## config.mk

```make
export PLATFORM = sky130hd
export DESIGN_NAME = phase_winding_counter_unit
export DESIGN_NICKNAME = d
export VERILOG_FILES = /design/src/rtl/pwc_pkg.sv /design/src/rtl/pwc_phase_front.sv /design/src/rtl/pwc_queue.sv /design/src/rtl/pwc_count_back.sv /design/src/rtl/phase_winding_counter_unit.sv
export SDC_FILE = /design/constraint.sdc
export NUM_CORES = 1
export LEC_CHECK = 0
export BUFFER_PORTS_ARGS = -buffer_cell sky130_fd_sc_hd__buf_4
export CORE_MARGIN = 2
export CORE_UTILIZATION = 70
export CTS_CLUSTER_DIAMETER = 150
export DETAILED_ROUTE_END_ITERATION = 6
export PLACE_DENSITY_LB_ADDON = 0.2
export SETUP_SLACK_MARGIN = 0.5
export SYNTH_ARGS = -nofsm -noshare
export SYNTH_HDL_FRONTEND = slang
export SYNTH_HIERARCHICAL = 1
export SYNTH_SLANG_ARGS = --single-unit
```

## constraint.sdc

```tcl
create_clock -name clk_i -period 15.7 [get_ports clk_i]
set_input_delay 2.355 -clock clk_i [delete_from_list [all_inputs] [get_ports clk_i]]
set_output_delay 2.355 -clock clk_i [all_outputs]
set_load 0.02 [all_outputs]
```

## src/rtl/pwc_pkg.sv

```systemverilog
// Shared constants, types and the arctangent table of the phase winding counter.
`timescale 1ns / 1ps
`default_nettype none

package pwc_pkg;

  localparam int SAMPLE_BITS  = 16;
  localparam int CORDIC_STEPS = 18;
  localparam int SCALE_BITS   = 20;
  localparam int STEP_W       = $clog2(CORDIC_STEPS);
  localparam int ANGLE_W      = SCALE_BITS + 3;
  localparam int PHASE_W      = 16;
  localparam int CHARGE_W     = 12;
  localparam int THR_W        = 15;
  localparam int MAX_POINTS   = 1024;
  localparam int QUEUE_DEPTH  = 2;

  localparam logic [THR_W-1:0] THR_RESET = 15'd20861;

  // Half a turn in angle units, and the rounding that drops to phase units.
  localparam int HALF_TURN   = 1 << SCALE_BITS;
  localparam int ROUND_SHIFT = SCALE_BITS - (PHASE_W - 1);
  localparam int ROUND_BIAS  = 1 << (ROUND_SHIFT - 1);
  localparam int PHASE_MAX   = (1 << (PHASE_W - 1)) - 1;
  localparam int PHASE_MIN   = -(1 << (PHASE_W - 1));

  localparam logic signed [ANGLE_W-1:0] HALF_TURN_C  = HALF_TURN[ANGLE_W-1:0];
  localparam logic signed [ANGLE_W-1:0] ROUND_BIAS_C = ROUND_BIAS[ANGLE_W-1:0];
  localparam logic signed [PHASE_W-1:0] PHASE_MAX_C  = PHASE_MAX[PHASE_W-1:0];
  localparam logic signed [PHASE_W-1:0] PHASE_MIN_C  = PHASE_MIN[PHASE_W-1:0];

  localparam int COUNT_HI = (MAX_POINTS < 2047) ? MAX_POINTS : 2047;
  localparam int COUNT_LO = (MAX_POINTS < 2048) ? -MAX_POINTS : -2048;

  localparam logic signed [CHARGE_W-1:0] COUNT_HI_C = COUNT_HI[CHARGE_W-1:0];
  localparam logic signed [CHARGE_W-1:0] COUNT_LO_C = COUNT_LO[CHARGE_W-1:0];

  typedef struct packed {
    logic signed [PHASE_W-1:0] phase;
    logic                      last;
  } pwc_entry_t;

  typedef enum logic [1:0] {
    FRONT_IDLE,
    FRONT_ROTATE,
    FRONT_PUSH
  } front_state_e;

  typedef enum logic {
    BACK_RUN,
    BACK_CLOSE
  } back_state_e;

  // atan(2^-i) in units of pi/2^20.
  function automatic logic signed [ANGLE_W-1:0] atan_step(input logic [STEP_W-1:0] idx);
    logic signed [ANGLE_W-1:0] a;
    case (idx)
      5'd0:    a = 23'sd262144;
      5'd1:    a = 23'sd154753;
      5'd2:    a = 23'sd81767;
      5'd3:    a = 23'sd41506;
      5'd4:    a = 23'sd20834;
      5'd5:    a = 23'sd10427;
      5'd6:    a = 23'sd5215;
      5'd7:    a = 23'sd2608;
      5'd8:    a = 23'sd1304;
      5'd9:    a = 23'sd652;
      5'd10:   a = 23'sd326;
      5'd11:   a = 23'sd163;
      5'd12:   a = 23'sd81;
      5'd13:   a = 23'sd41;
      5'd14:   a = 23'sd20;
      5'd15:   a = 23'sd10;
      5'd16:   a = 23'sd5;
      5'd17:   a = 23'sd3;
      default: a = '0;
    endcase
    return a;
  endfunction

endpackage

`default_nettype wire

```

## src/rtl/pwc_phase_front.sv

```systemverilog
// Front part: accepts samples and finds each phase with an iterative CORDIC.
`timescale 1ns / 1ps
`default_nettype none

module pwc_phase_front #(
  parameter int SAMPLE_BITS = pwc_pkg::SAMPLE_BITS
) (
  input  wire logic                          clk_i,
  input  wire logic                          rst_ni,
  input  wire logic                          in_valid_i,
  output      logic                          in_stall_o,
  input  wire logic signed [SAMPLE_BITS-1:0] sample_real_i,
  input  wire logic signed [SAMPLE_BITS-1:0] sample_imag_i,
  input  wire logic                          last_sample_i,
  output      logic                          push_o,
  output      pwc_pkg::pwc_entry_t           push_entry_o,
  input  wire logic                          queue_full_i
);

  localparam int W = SAMPLE_BITS + pwc_pkg::SCALE_BITS + 2;

  pwc_pkg::front_state_e state_q, state_d;

  logic signed [W-1:0]                  x_q, x_d, y_q, y_d;
  logic signed [pwc_pkg::ANGLE_W-1:0]   z_q, z_d;
  logic [pwc_pkg::STEP_W-1:0]           step_q, step_d;
  logic                                 zero_q, zero_d;
  logic                                 last_q, last_d;

  logic signed [W-1:0]                  x_init, y_init;
  logic signed [pwc_pkg::ANGLE_W-1:0]   z_round;
  logic signed [pwc_pkg::ANGLE_W-1:0]   z_shift;
  logic signed [pwc_pkg::PHASE_W-1:0]   phase;
  logic                                 accept;

  assign accept = in_valid_i && !in_stall_o;

  always_ff @(posedge clk_i or negedge rst_ni) begin
    if (!rst_ni) begin
      state_q <= pwc_pkg::FRONT_IDLE;
    end else begin
      state_q <= state_d;
    end
  end

  always_ff @(posedge clk_i) begin
    x_q    <= x_d;
    y_q    <= y_d;
    z_q    <= z_d;
    step_q <= step_d;
    zero_q <= zero_d;
    last_q <= last_d;
  end

  assign x_init = {{2{sample_real_i[SAMPLE_BITS-1]}}, sample_real_i,
                   {pwc_pkg::SCALE_BITS{1'b0}}};
  assign y_init = {{2{sample_imag_i[SAMPLE_BITS-1]}}, sample_imag_i,
                   {pwc_pkg::SCALE_BITS{1'b0}}};

  // Round the angle to phase units and saturate, so a half turn reads as the top code.
  assign z_round = z_q + pwc_pkg::ROUND_BIAS_C;
  assign z_shift = z_round >>> pwc_pkg::ROUND_SHIFT;

  always_comb begin
    if (zero_q) begin
      phase = '0;
    end else if (z_shift > pwc_pkg::PHASE_MAX) begin
      phase = pwc_pkg::PHASE_MAX_C;
    end else if (z_shift < pwc_pkg::PHASE_MIN) begin
      phase = pwc_pkg::PHASE_MIN_C;
    end else begin
      phase = z_shift[pwc_pkg::PHASE_W-1:0];
    end
  end

  always_comb begin
    state_d      = state_q;
    x_d          = x_q;
    y_d          = y_q;
    z_d          = z_q;
    step_d       = step_q;
    zero_d       = zero_q;
    last_d       = last_q;
    in_stall_o   = 1'b1;
    push_o       = 1'b0;
    push_entry_o = '{phase: phase, last: last_q};

    case (state_q)
      pwc_pkg::FRONT_IDLE: begin
        in_stall_o = 1'b0;
        if (accept) begin
          zero_d = (sample_real_i == '0) && (sample_imag_i == '0);
          last_d = last_sample_i;
          step_d = '0;
          // A sample in the left half plane is turned by half a turn first.
          if (sample_real_i[SAMPLE_BITS-1]) begin
            x_d = -x_init;
            y_d = -y_init;
            z_d = sample_imag_i[SAMPLE_BITS-1] ? -pwc_pkg::HALF_TURN_C
                                               : pwc_pkg::HALF_TURN_C;
          end else begin
            x_d = x_init;
            y_d = y_init;
            z_d = '0;
          end
          state_d = pwc_pkg::FRONT_ROTATE;
        end
      end
      pwc_pkg::FRONT_ROTATE: begin
        if (!y_q[W-1]) begin
          x_d = x_q + (y_q >>> step_q);
          y_d = y_q - (x_q >>> step_q);
          z_d = z_q + pwc_pkg::atan_step(step_q);
        end else begin
          x_d = x_q - (y_q >>> step_q);
          y_d = y_q + (x_q >>> step_q);
          z_d = z_q - pwc_pkg::atan_step(step_q);
        end
        step_d = step_q + 1'b1;
        if (step_q == pwc_pkg::STEP_W'(pwc_pkg::CORDIC_STEPS - 1)) begin
          state_d = pwc_pkg::FRONT_PUSH;
        end
      end
      pwc_pkg::FRONT_PUSH: begin
        if (!queue_full_i) begin
          push_o  = 1'b1;
          state_d = pwc_pkg::FRONT_IDLE;
        end
      end
      default: begin
        state_d = pwc_pkg::FRONT_IDLE;
      end
    endcase
  end

  a_accept_starts_rotation: assert property (@(posedge clk_i) disable iff (!rst_ni)
    accept |=> state_q == pwc_pkg::FRONT_ROTATE && step_q == '0)
    else $error("accepted sample did not start the rotation");

endmodule

`default_nettype wire

```

## src/rtl/pwc_queue.sv

```systemverilog
// Short queue of classified phases between the front and the back part.
`timescale 1ns / 1ps
`default_nettype none

module pwc_queue #(
  parameter int DEPTH = pwc_pkg::QUEUE_DEPTH
) (
  input  wire logic                clk_i,
  input  wire logic                rst_ni,
  input  wire logic                push_i,
  input  wire pwc_pkg::pwc_entry_t push_entry_i,
  output      logic                full_o,
  input  wire logic                pop_i,
  output      pwc_pkg::pwc_entry_t head_o,
  output      logic                empty_o
);

  localparam int PTR_W = (DEPTH > 1) ? $clog2(DEPTH) : 1;
  localparam int CNT_W = $clog2(DEPTH + 1);

  pwc_pkg::pwc_entry_t entry_q [DEPTH];

  logic [PTR_W-1:0] wr_ptr_q, wr_ptr_d, rd_ptr_q, rd_ptr_d;
  logic [CNT_W-1:0] fill_q, fill_d;

  assign full_o  = (fill_q == CNT_W'(DEPTH));
  assign empty_o = (fill_q == '0);
  assign head_o  = entry_q[rd_ptr_q];

  always_comb begin
    wr_ptr_d = wr_ptr_q;
    rd_ptr_d = rd_ptr_q;
    fill_d   = fill_q;
    if (push_i) begin
      wr_ptr_d = (wr_ptr_q == PTR_W'(DEPTH - 1)) ? '0 : wr_ptr_q + 1'b1;
    end
    if (pop_i) begin
      rd_ptr_d = (rd_ptr_q == PTR_W'(DEPTH - 1)) ? '0 : rd_ptr_q + 1'b1;
    end
    if (push_i && !pop_i) begin
      fill_d = fill_q + 1'b1;
    end else if (pop_i && !push_i) begin
      fill_d = fill_q - 1'b1;
    end
  end

  always_ff @(posedge clk_i or negedge rst_ni) begin
    if (!rst_ni) begin
      wr_ptr_q <= '0;
      rd_ptr_q <= '0;
      fill_q   <= '0;
    end else begin
      wr_ptr_q <= wr_ptr_d;
      rd_ptr_q <= rd_ptr_d;
      fill_q   <= fill_d;
    end
  end

  always_ff @(posedge clk_i) begin
    if (push_i) begin
      entry_q[wr_ptr_q] <= push_entry_i;
    end
  end

  a_no_overflow: assert property (@(posedge clk_i) disable iff (!rst_ni)
    !(push_i && full_o))
    else $error("queue overflow");

  a_no_underflow: assert property (@(posedge clk_i) disable iff (!rst_ni)
    !(pop_i && empty_o))
    else $error("queue underflow");

endmodule

`default_nettype wire

```

## src/rtl/pwc_count_back.sv

```systemverilog
// Back part: counts phase wraps around the ring and holds the charge result.
`timescale 1ns / 1ps
`default_nettype none

module pwc_count_back (
  input  wire logic                                 clk_i,
  input  wire logic                                 rst_ni,
  input  wire logic                                 jump_threshold_we_i,
  input  wire logic [pwc_pkg::THR_W-1:0]            jump_threshold_i,
  input  wire logic                                 empty_i,
  input  wire pwc_pkg::pwc_entry_t                  head_i,
  output      logic                                 pop_o,
  output      logic                                 out_valid_o,
  input  wire logic                                 out_stall_i,
  output      logic signed [pwc_pkg::CHARGE_W-1:0]  charge_o
);

  pwc_pkg::back_state_e state_q, state_d;

  logic [pwc_pkg::THR_W-1:0]            thr_q;
  logic signed [pwc_pkg::PHASE_W-1:0]   prev_q, prev_d, first_q, first_d;
  logic signed [pwc_pkg::CHARGE_W-1:0]  count_q, count_d, charge_q, charge_d;
  logic                                 at_start_q, at_start_d;
  logic                                 out_valid_q, out_valid_d;
  logic                                 out_free;

  // One step of the wrap count: a large rise counts down, a large fall counts up, saturating at the count bounds.
  function automatic logic signed [pwc_pkg::CHARGE_W-1:0] count_step(
    input logic signed [pwc_pkg::CHARGE_W-1:0] c,
    input logic signed [pwc_pkg::PHASE_W-1:0]  from_ph,
    input logic signed [pwc_pkg::PHASE_W-1:0]  to_ph,
    input logic [pwc_pkg::THR_W-1:0]           thr
  );
    logic signed [pwc_pkg::PHASE_W+1:0]  diff;
    logic signed [pwc_pkg::PHASE_W+1:0]  ndiff;
    logic signed [pwc_pkg::PHASE_W+1:0]  thr_s;
    logic signed [pwc_pkg::CHARGE_W:0]   n;
    logic signed [pwc_pkg::CHARGE_W-1:0] r;
    diff  = $signed({{2{to_ph[pwc_pkg::PHASE_W-1]}}, to_ph})
          - $signed({{2{from_ph[pwc_pkg::PHASE_W-1]}}, from_ph});
    ndiff = -diff;
    thr_s = $signed({{(pwc_pkg::PHASE_W + 2 - pwc_pkg::THR_W){1'b0}}, thr});
    n     = {c[pwc_pkg::CHARGE_W-1], c};
    if (diff > thr_s) begin
      n = n - 1'b1;
    end
    if (ndiff > thr_s) begin
      n = n + 1'b1;
    end
    if (n > pwc_pkg::COUNT_HI) begin
      r = pwc_pkg::COUNT_HI_C;
    end else if (n < pwc_pkg::COUNT_LO) begin
      r = pwc_pkg::COUNT_LO_C;
    end else begin
      r = n[pwc_pkg::CHARGE_W-1:0];
    end
    return r;
  endfunction

  assign out_free    = !out_valid_q || !out_stall_i;
  assign out_valid_o = out_valid_q;
  assign charge_o    = charge_q;

  always_ff @(posedge clk_i or negedge rst_ni) begin
    if (!rst_ni) begin
      state_q     <= pwc_pkg::BACK_RUN;
      thr_q       <= pwc_pkg::THR_RESET;
      prev_q      <= '0;
      first_q     <= '0;
      count_q     <= '0;
      at_start_q  <= 1'b1;
      out_valid_q <= 1'b0;
    end else begin
      state_q     <= state_d;
      prev_q      <= prev_d;
      first_q     <= first_d;
      count_q     <= count_d;
      at_start_q  <= at_start_d;
      out_valid_q <= out_valid_d;
      if (jump_threshold_we_i) begin
        thr_q <= jump_threshold_i;
      end
    end
  end

  always_ff @(posedge clk_i) begin
    charge_q <= charge_d;
  end

  always_comb begin
    state_d     = state_q;
    prev_d      = prev_q;
    first_d     = first_q;
    count_d     = count_q;
    at_start_d  = at_start_q;
    charge_d    = charge_q;
    out_valid_d = out_valid_q && out_stall_i;
    pop_o       = 1'b0;

    case (state_q)
      pwc_pkg::BACK_RUN: begin
        if (!empty_i) begin
          pop_o  = 1'b1;
          prev_d = head_i.phase;
          if (at_start_q) begin
            first_d    = head_i.phase;
            count_d    = '0;
            at_start_d = 1'b0;
          end else begin
            count_d = count_step(count_q, prev_q, head_i.phase, thr_q);
          end
          if (head_i.last) begin
            state_d = pwc_pkg::BACK_CLOSE;
          end
        end
      end
      pwc_pkg::BACK_CLOSE: begin
        // Close the ring with the pair last to first, then re-arm.
        if (out_free) begin
          charge_d    = count_step(count_q, prev_q, first_q, thr_q);
          out_valid_d = 1'b1;
          count_d     = '0;
          at_start_d  = 1'b1;
          state_d     = pwc_pkg::BACK_RUN;
        end
      end
      default: begin
        state_d = pwc_pkg::BACK_RUN;
      end
    endcase
  end

  a_count_in_bounds: assert property (@(posedge clk_i) disable iff (!rst_ni)
    count_q <= pwc_pkg::COUNT_HI && count_q >= pwc_pkg::COUNT_LO)
    else $error("wrap count outside its bound");

  a_start_count_zero: assert property (@(posedge clk_i) disable iff (!rst_ni)
    at_start_q |-> count_q == '0)
    else $error("new ring does not start from a zero count");

  a_result_held: assert property (@(posedge clk_i) disable iff (!rst_ni)
    out_valid_q && out_stall_i |=> out_valid_q && $stable(charge_q))
    else $error("stalled charge result was lost");

endmodule

`default_nettype wire

```

## src/rtl/phase_winding_counter_unit.sv

```systemverilog
// Top level of the phase winding counter: phase front, queue and counting back part.
//
//   channel   direction  handshake                  payload
//   input     in         in_valid_i / in_stall_o    sample_real_i, sample_imag_i, last_sample_i
//   result    out        out_valid_o / out_stall_i  charge_o
//   config    in         jump_threshold_we_i        jump_threshold_i
//
// In the front a sample is loaded, turned by 18 CORDIC micro-rotations on one shared
// shift-add unit and its phase pushed into the two-entry queue; no new sample is taken before the push.
// The back part takes one phase per cycle while the queue holds any; a ring close loads the result.
// Reset clears all control state, arms a new ring and sets the threshold to 20861.
// A stalled result holds the back part only at a ring close; the front goes on until the queue is full.
`timescale 1ns / 1ps
`default_nettype none

module phase_winding_counter_unit #(
  parameter int SAMPLE_BITS = pwc_pkg::SAMPLE_BITS
) (
  input  wire logic                                 clk_i,
  input  wire logic                                 rst_ni,
  input  wire logic                                 jump_threshold_we_i,
  input  wire logic [pwc_pkg::THR_W-1:0]            jump_threshold_i,
  input  wire logic                                 in_valid_i,
  output      logic                                 in_stall_o,
  input  wire logic signed [SAMPLE_BITS-1:0]        sample_real_i,
  input  wire logic signed [SAMPLE_BITS-1:0]        sample_imag_i,
  input  wire logic                                 last_sample_i,
  output      logic                                 out_valid_o,
  input  wire logic                                 out_stall_i,
  output      logic signed [pwc_pkg::CHARGE_W-1:0]  charge_o
);

  logic                push;
  logic                pop;
  logic                queue_full;
  logic                queue_empty;
  pwc_pkg::pwc_entry_t push_entry;
  pwc_pkg::pwc_entry_t head_entry;

  pwc_phase_front #(
    .SAMPLE_BITS(SAMPLE_BITS)
  ) u_front (
    .clk_i        (clk_i),
    .rst_ni       (rst_ni),
    .in_valid_i   (in_valid_i),
    .in_stall_o   (in_stall_o),
    .sample_real_i(sample_real_i),
    .sample_imag_i(sample_imag_i),
    .last_sample_i(last_sample_i),
    .push_o       (push),
    .push_entry_o (push_entry),
    .queue_full_i (queue_full)
  );

  pwc_queue #(
    .DEPTH(pwc_pkg::QUEUE_DEPTH)
  ) u_queue (
    .clk_i       (clk_i),
    .rst_ni      (rst_ni),
    .push_i      (push),
    .push_entry_i(push_entry),
    .full_o      (queue_full),
    .pop_i       (pop),
    .head_o      (head_entry),
    .empty_o     (queue_empty)
  );

  pwc_count_back u_back (
    .clk_i              (clk_i),
    .rst_ni             (rst_ni),
    .jump_threshold_we_i(jump_threshold_we_i),
    .jump_threshold_i   (jump_threshold_i),
    .empty_i            (queue_empty),
    .head_i             (head_entry),
    .pop_o              (pop),
    .out_valid_o        (out_valid_o),
    .out_stall_i        (out_stall_i),
    .charge_o           (charge_o)
  );

endmodule

`default_nettype wire

```

==> results.txt <==
Status -> finished clean
Crit path launch type -> register
Final ANT Viol Nets -> 0
Fin crit period -> 8180 ps
Post-DP HPWL -> 63200 µm
CP top delay family -> compound AO/OA/AOI/OAI gates
Post-route setup TNS -> 0 ps
# resized after CTS -> 0
Total clock sinks -> 239
Grt total ovfl -> 0
Synth Warn # -> 6
WL final -> 84400 µm
Nets -> 3441
GPL Wtd Cong -> 1.00
Worst Skew -> 10.9 ps
CP bufs+invs -> 2
Post-Syn Nets -> 3484
Fin crit share -> 0.521
Number of global-route vias before repair -> 25114
WP data arrival -> 8670 ps
Seq cells post-synth -> 239
Slew margin rel. -> 0.221
TritonCTS clock tree -> done
Fmax -> 122 MHz
Drc violations -> 0
Post-CTS Setup Repair Bufs -> 0
Max Buffers Root-to-Sink -> 3
Core area -> 39500 µm²
HP Class -> register to register
Final Hold Vio Count -> 0
Initial antenna violation count -> 0
Tot GR Track Use -> 0.401
IO Port Bufs -> 66
DR vias -> 25959
Post-synth cell types -> 126
Number of max-cap violations -> 0
Starting density of the core -> 0.705
Slowest stage delay, CP -> 930 ps
Wirelength per Cell -> 22.7 µm
Predominant post-synthesis flop cell -> edfxtp_1
Hold buffer count at cts -> 0
Setup Viol. Count Final -> 0
Die width -> 203 µm
Worst-Skew Late Latency -> 580 ps
CTS Root Cell -> clkbuf_16
Sequential fraction of the synthesis area -> 0.239
Critical-path top delay cell -> dfrtp_1
Critical Path RT -> 16190 ps
CP Max Fanout -> 18
First-pass GRT wire length -> 133000 µm
Count of pins over their slew limit -> 0
CP dominant cell by count -> ha_1
Area grow syn2layout -> 5.64%
Synth top area share -> 0.164
Final Hold Slack -> 469 ps
Row count -> 73
# IOs -> 67
RSZ-0062 raised after global routing -> false
Cells taking the most area after synthesis -> edfxtp_1 (16%), ha_1 (9.3%), mux4_2 (7.1%), xnor2_1 (5.7%), dfrtp_1 (5.2%)
Async S/R FF share, synth -> 0.285
Avg Cell Area, Syn -> 8.64 µm²
CP Capture Type -> register
Synth Instances -> 3219
Diodes inserted -> 0
Top cell type by total area after synthesis -> edfxtp_1
Pre-Repair DR Iteration Count -> 6
Actual slew at the worst max-slew pin -> 1160 ps
Vias per inst -> 6.97
Total die area -> 41300 µm²
Total CTS buffers -> 28
Pin count of the biggest net entering global routing -> 95
Post-synth EDFFs -> 152
Share of layout cells above drive strength 1 -> 0.117
1st-iter DRT viols -> 2798
Die Ht -> 203 µm
Setup CP Type -> register to register
Reg clk slew, reported paths -> 60 ps
H-tree depth -> 1
Synthesized area -> 27800 µm²
-- sequential cells by signal (all words and copies together), names as in the netlist, 2 cells and up, named ones only --
name             cells
u_front/x_q         38
u_back/prev_q       16
u_back/thr_q        15
u_front/step_q       5
u_back/count_q      12
u_queue/fill_q       2
u_front/state_q      2
u_back/first_q      16
u_queue/entry_q     34
u_back/charge_o     12
u_front/y_q         38
u_front/z_q         23
-- final timing paths --
| path | from | to | slack [ps] | cells after the start |
|---|---|---|---|---|
| max reg2reg | u_queue/rd_ptr_q | u_back/count_q[9] | 7520 | 25 |
| min in group asynchronous | rst_ni | u_back/thr_q[9] | 1890 | 1 |
| min reg2reg | u_front/last_q | u_queue/entry_q[0][0] | 470 | 0 |
| max | u_queue/rd_ptr_q | u_back/count_q[9] | 7520 | 25 |
| min | u_front/last_q | u_queue/entry_q[0][0] | 470 | 0 |
| max in group asynchronous | rst_ni | u_back/count_q[7] | 13140 | 1 |
-- per-layer routing --
layer / track usage / share of wire / vias up
li1: - / - / 11936
met1: 0.472 / 0.37 / 12275
met2: 0.691 / 0.48 / 1401
met3: 0.0539 / 0.075 / 347
met4: 0.258 / 0.073 / 0
met5: 0 / 0 / -
-- Yosys cell counts (27+ instances only) --
| cell type | count |
|---|---|
| a21oi_1 | 251 |
| nor2b_1 | 27 |
| and2_1 | 35 |
| mux4_2 | 88 |
| nor2_1 | 324 |
| a21o_1 | 79 |
| and3_1 | 29 |
| nand2b_1 | 34 |
| nand2_1 | 299 |
| o31ai_1 | 32 |
| xnor2_1 | 182 |
| nand4_1 | 32 |
| nand3_1 | 68 |
| dfrtp_1 | 58 |
| clkbuf_1 | 92 |
| a31oi_1 | 31 |
| edfxtp_1 | 152 |
| buf_2 | 30 |
| mux2i_1 | 68 |
| a211oi_1 | 33 |
| o21ai_0 | 173 |
| mux2_2 | 55 |
| ha_1 | 207 |
| xor2_1 | 97 |
| inv_1 | 121 |
| or3_1 | 31 |
| nor3_1 | 83 |
-- stage by stage --
step                utilization  cell area (µm²)  setup WS (ps)  std cells
detailed placement        0.720            28400           7650       3671
global placement          0.720            28400           7800       3671
global route              0.745            29400           6990       3723
CTS                       0.745            29400           7580       3723
finish                    0.745            29400           7520       3723
floorplan                     -            27800           9160       3219
-- cells in the final DEF (no fill, tap or decap), types with 58 or more instances in the layout --
cell      count
a21o_1       79
a21oi_1     251
xnor2_1     182
mux4_2       88
ha_1        207
dfrtp_1      58
nor3_1       83
nand3_1      68
nor2_1      323
o21ai_0     173
edfxtp_1    152
mux2i_1      68
buf_4        88
xor2_1       97
nand2_1     299
inv_1       119
-- cell type report --
type | count | area [µm²]
clock buffers | 34 | 818
inverters | 124 | 468
repair buffers | 88 | 661
well taps | 525 | 657
fillers | 2908 | 10100
multi-input cells | 2695 | 19900
flip-flops and latches | 239 | 6660
clock inverters | 18 | 173
-- logic make-up (layout without fill, tap and decap cells) --
group / Yosys count / in the layout / synth area share
AOI/OAI and AO/OA: 884 / 884 / 0.210
xor gates and xnor gates: 285 / 285 / 0.0918
adders and majority gates: 212 / 212 / 0.0967
buffers and inverters: 285 / 264 / 0.0441
DFF: 239 / 239 / 0.239
muxes: 234 / 234 / 0.130
and+or+nand+nor: 1080 / 1080 / 0.189
Power is not shown: default switching activity piles up to over one toggle a cycle in this logic, so the estimate is an artifact.
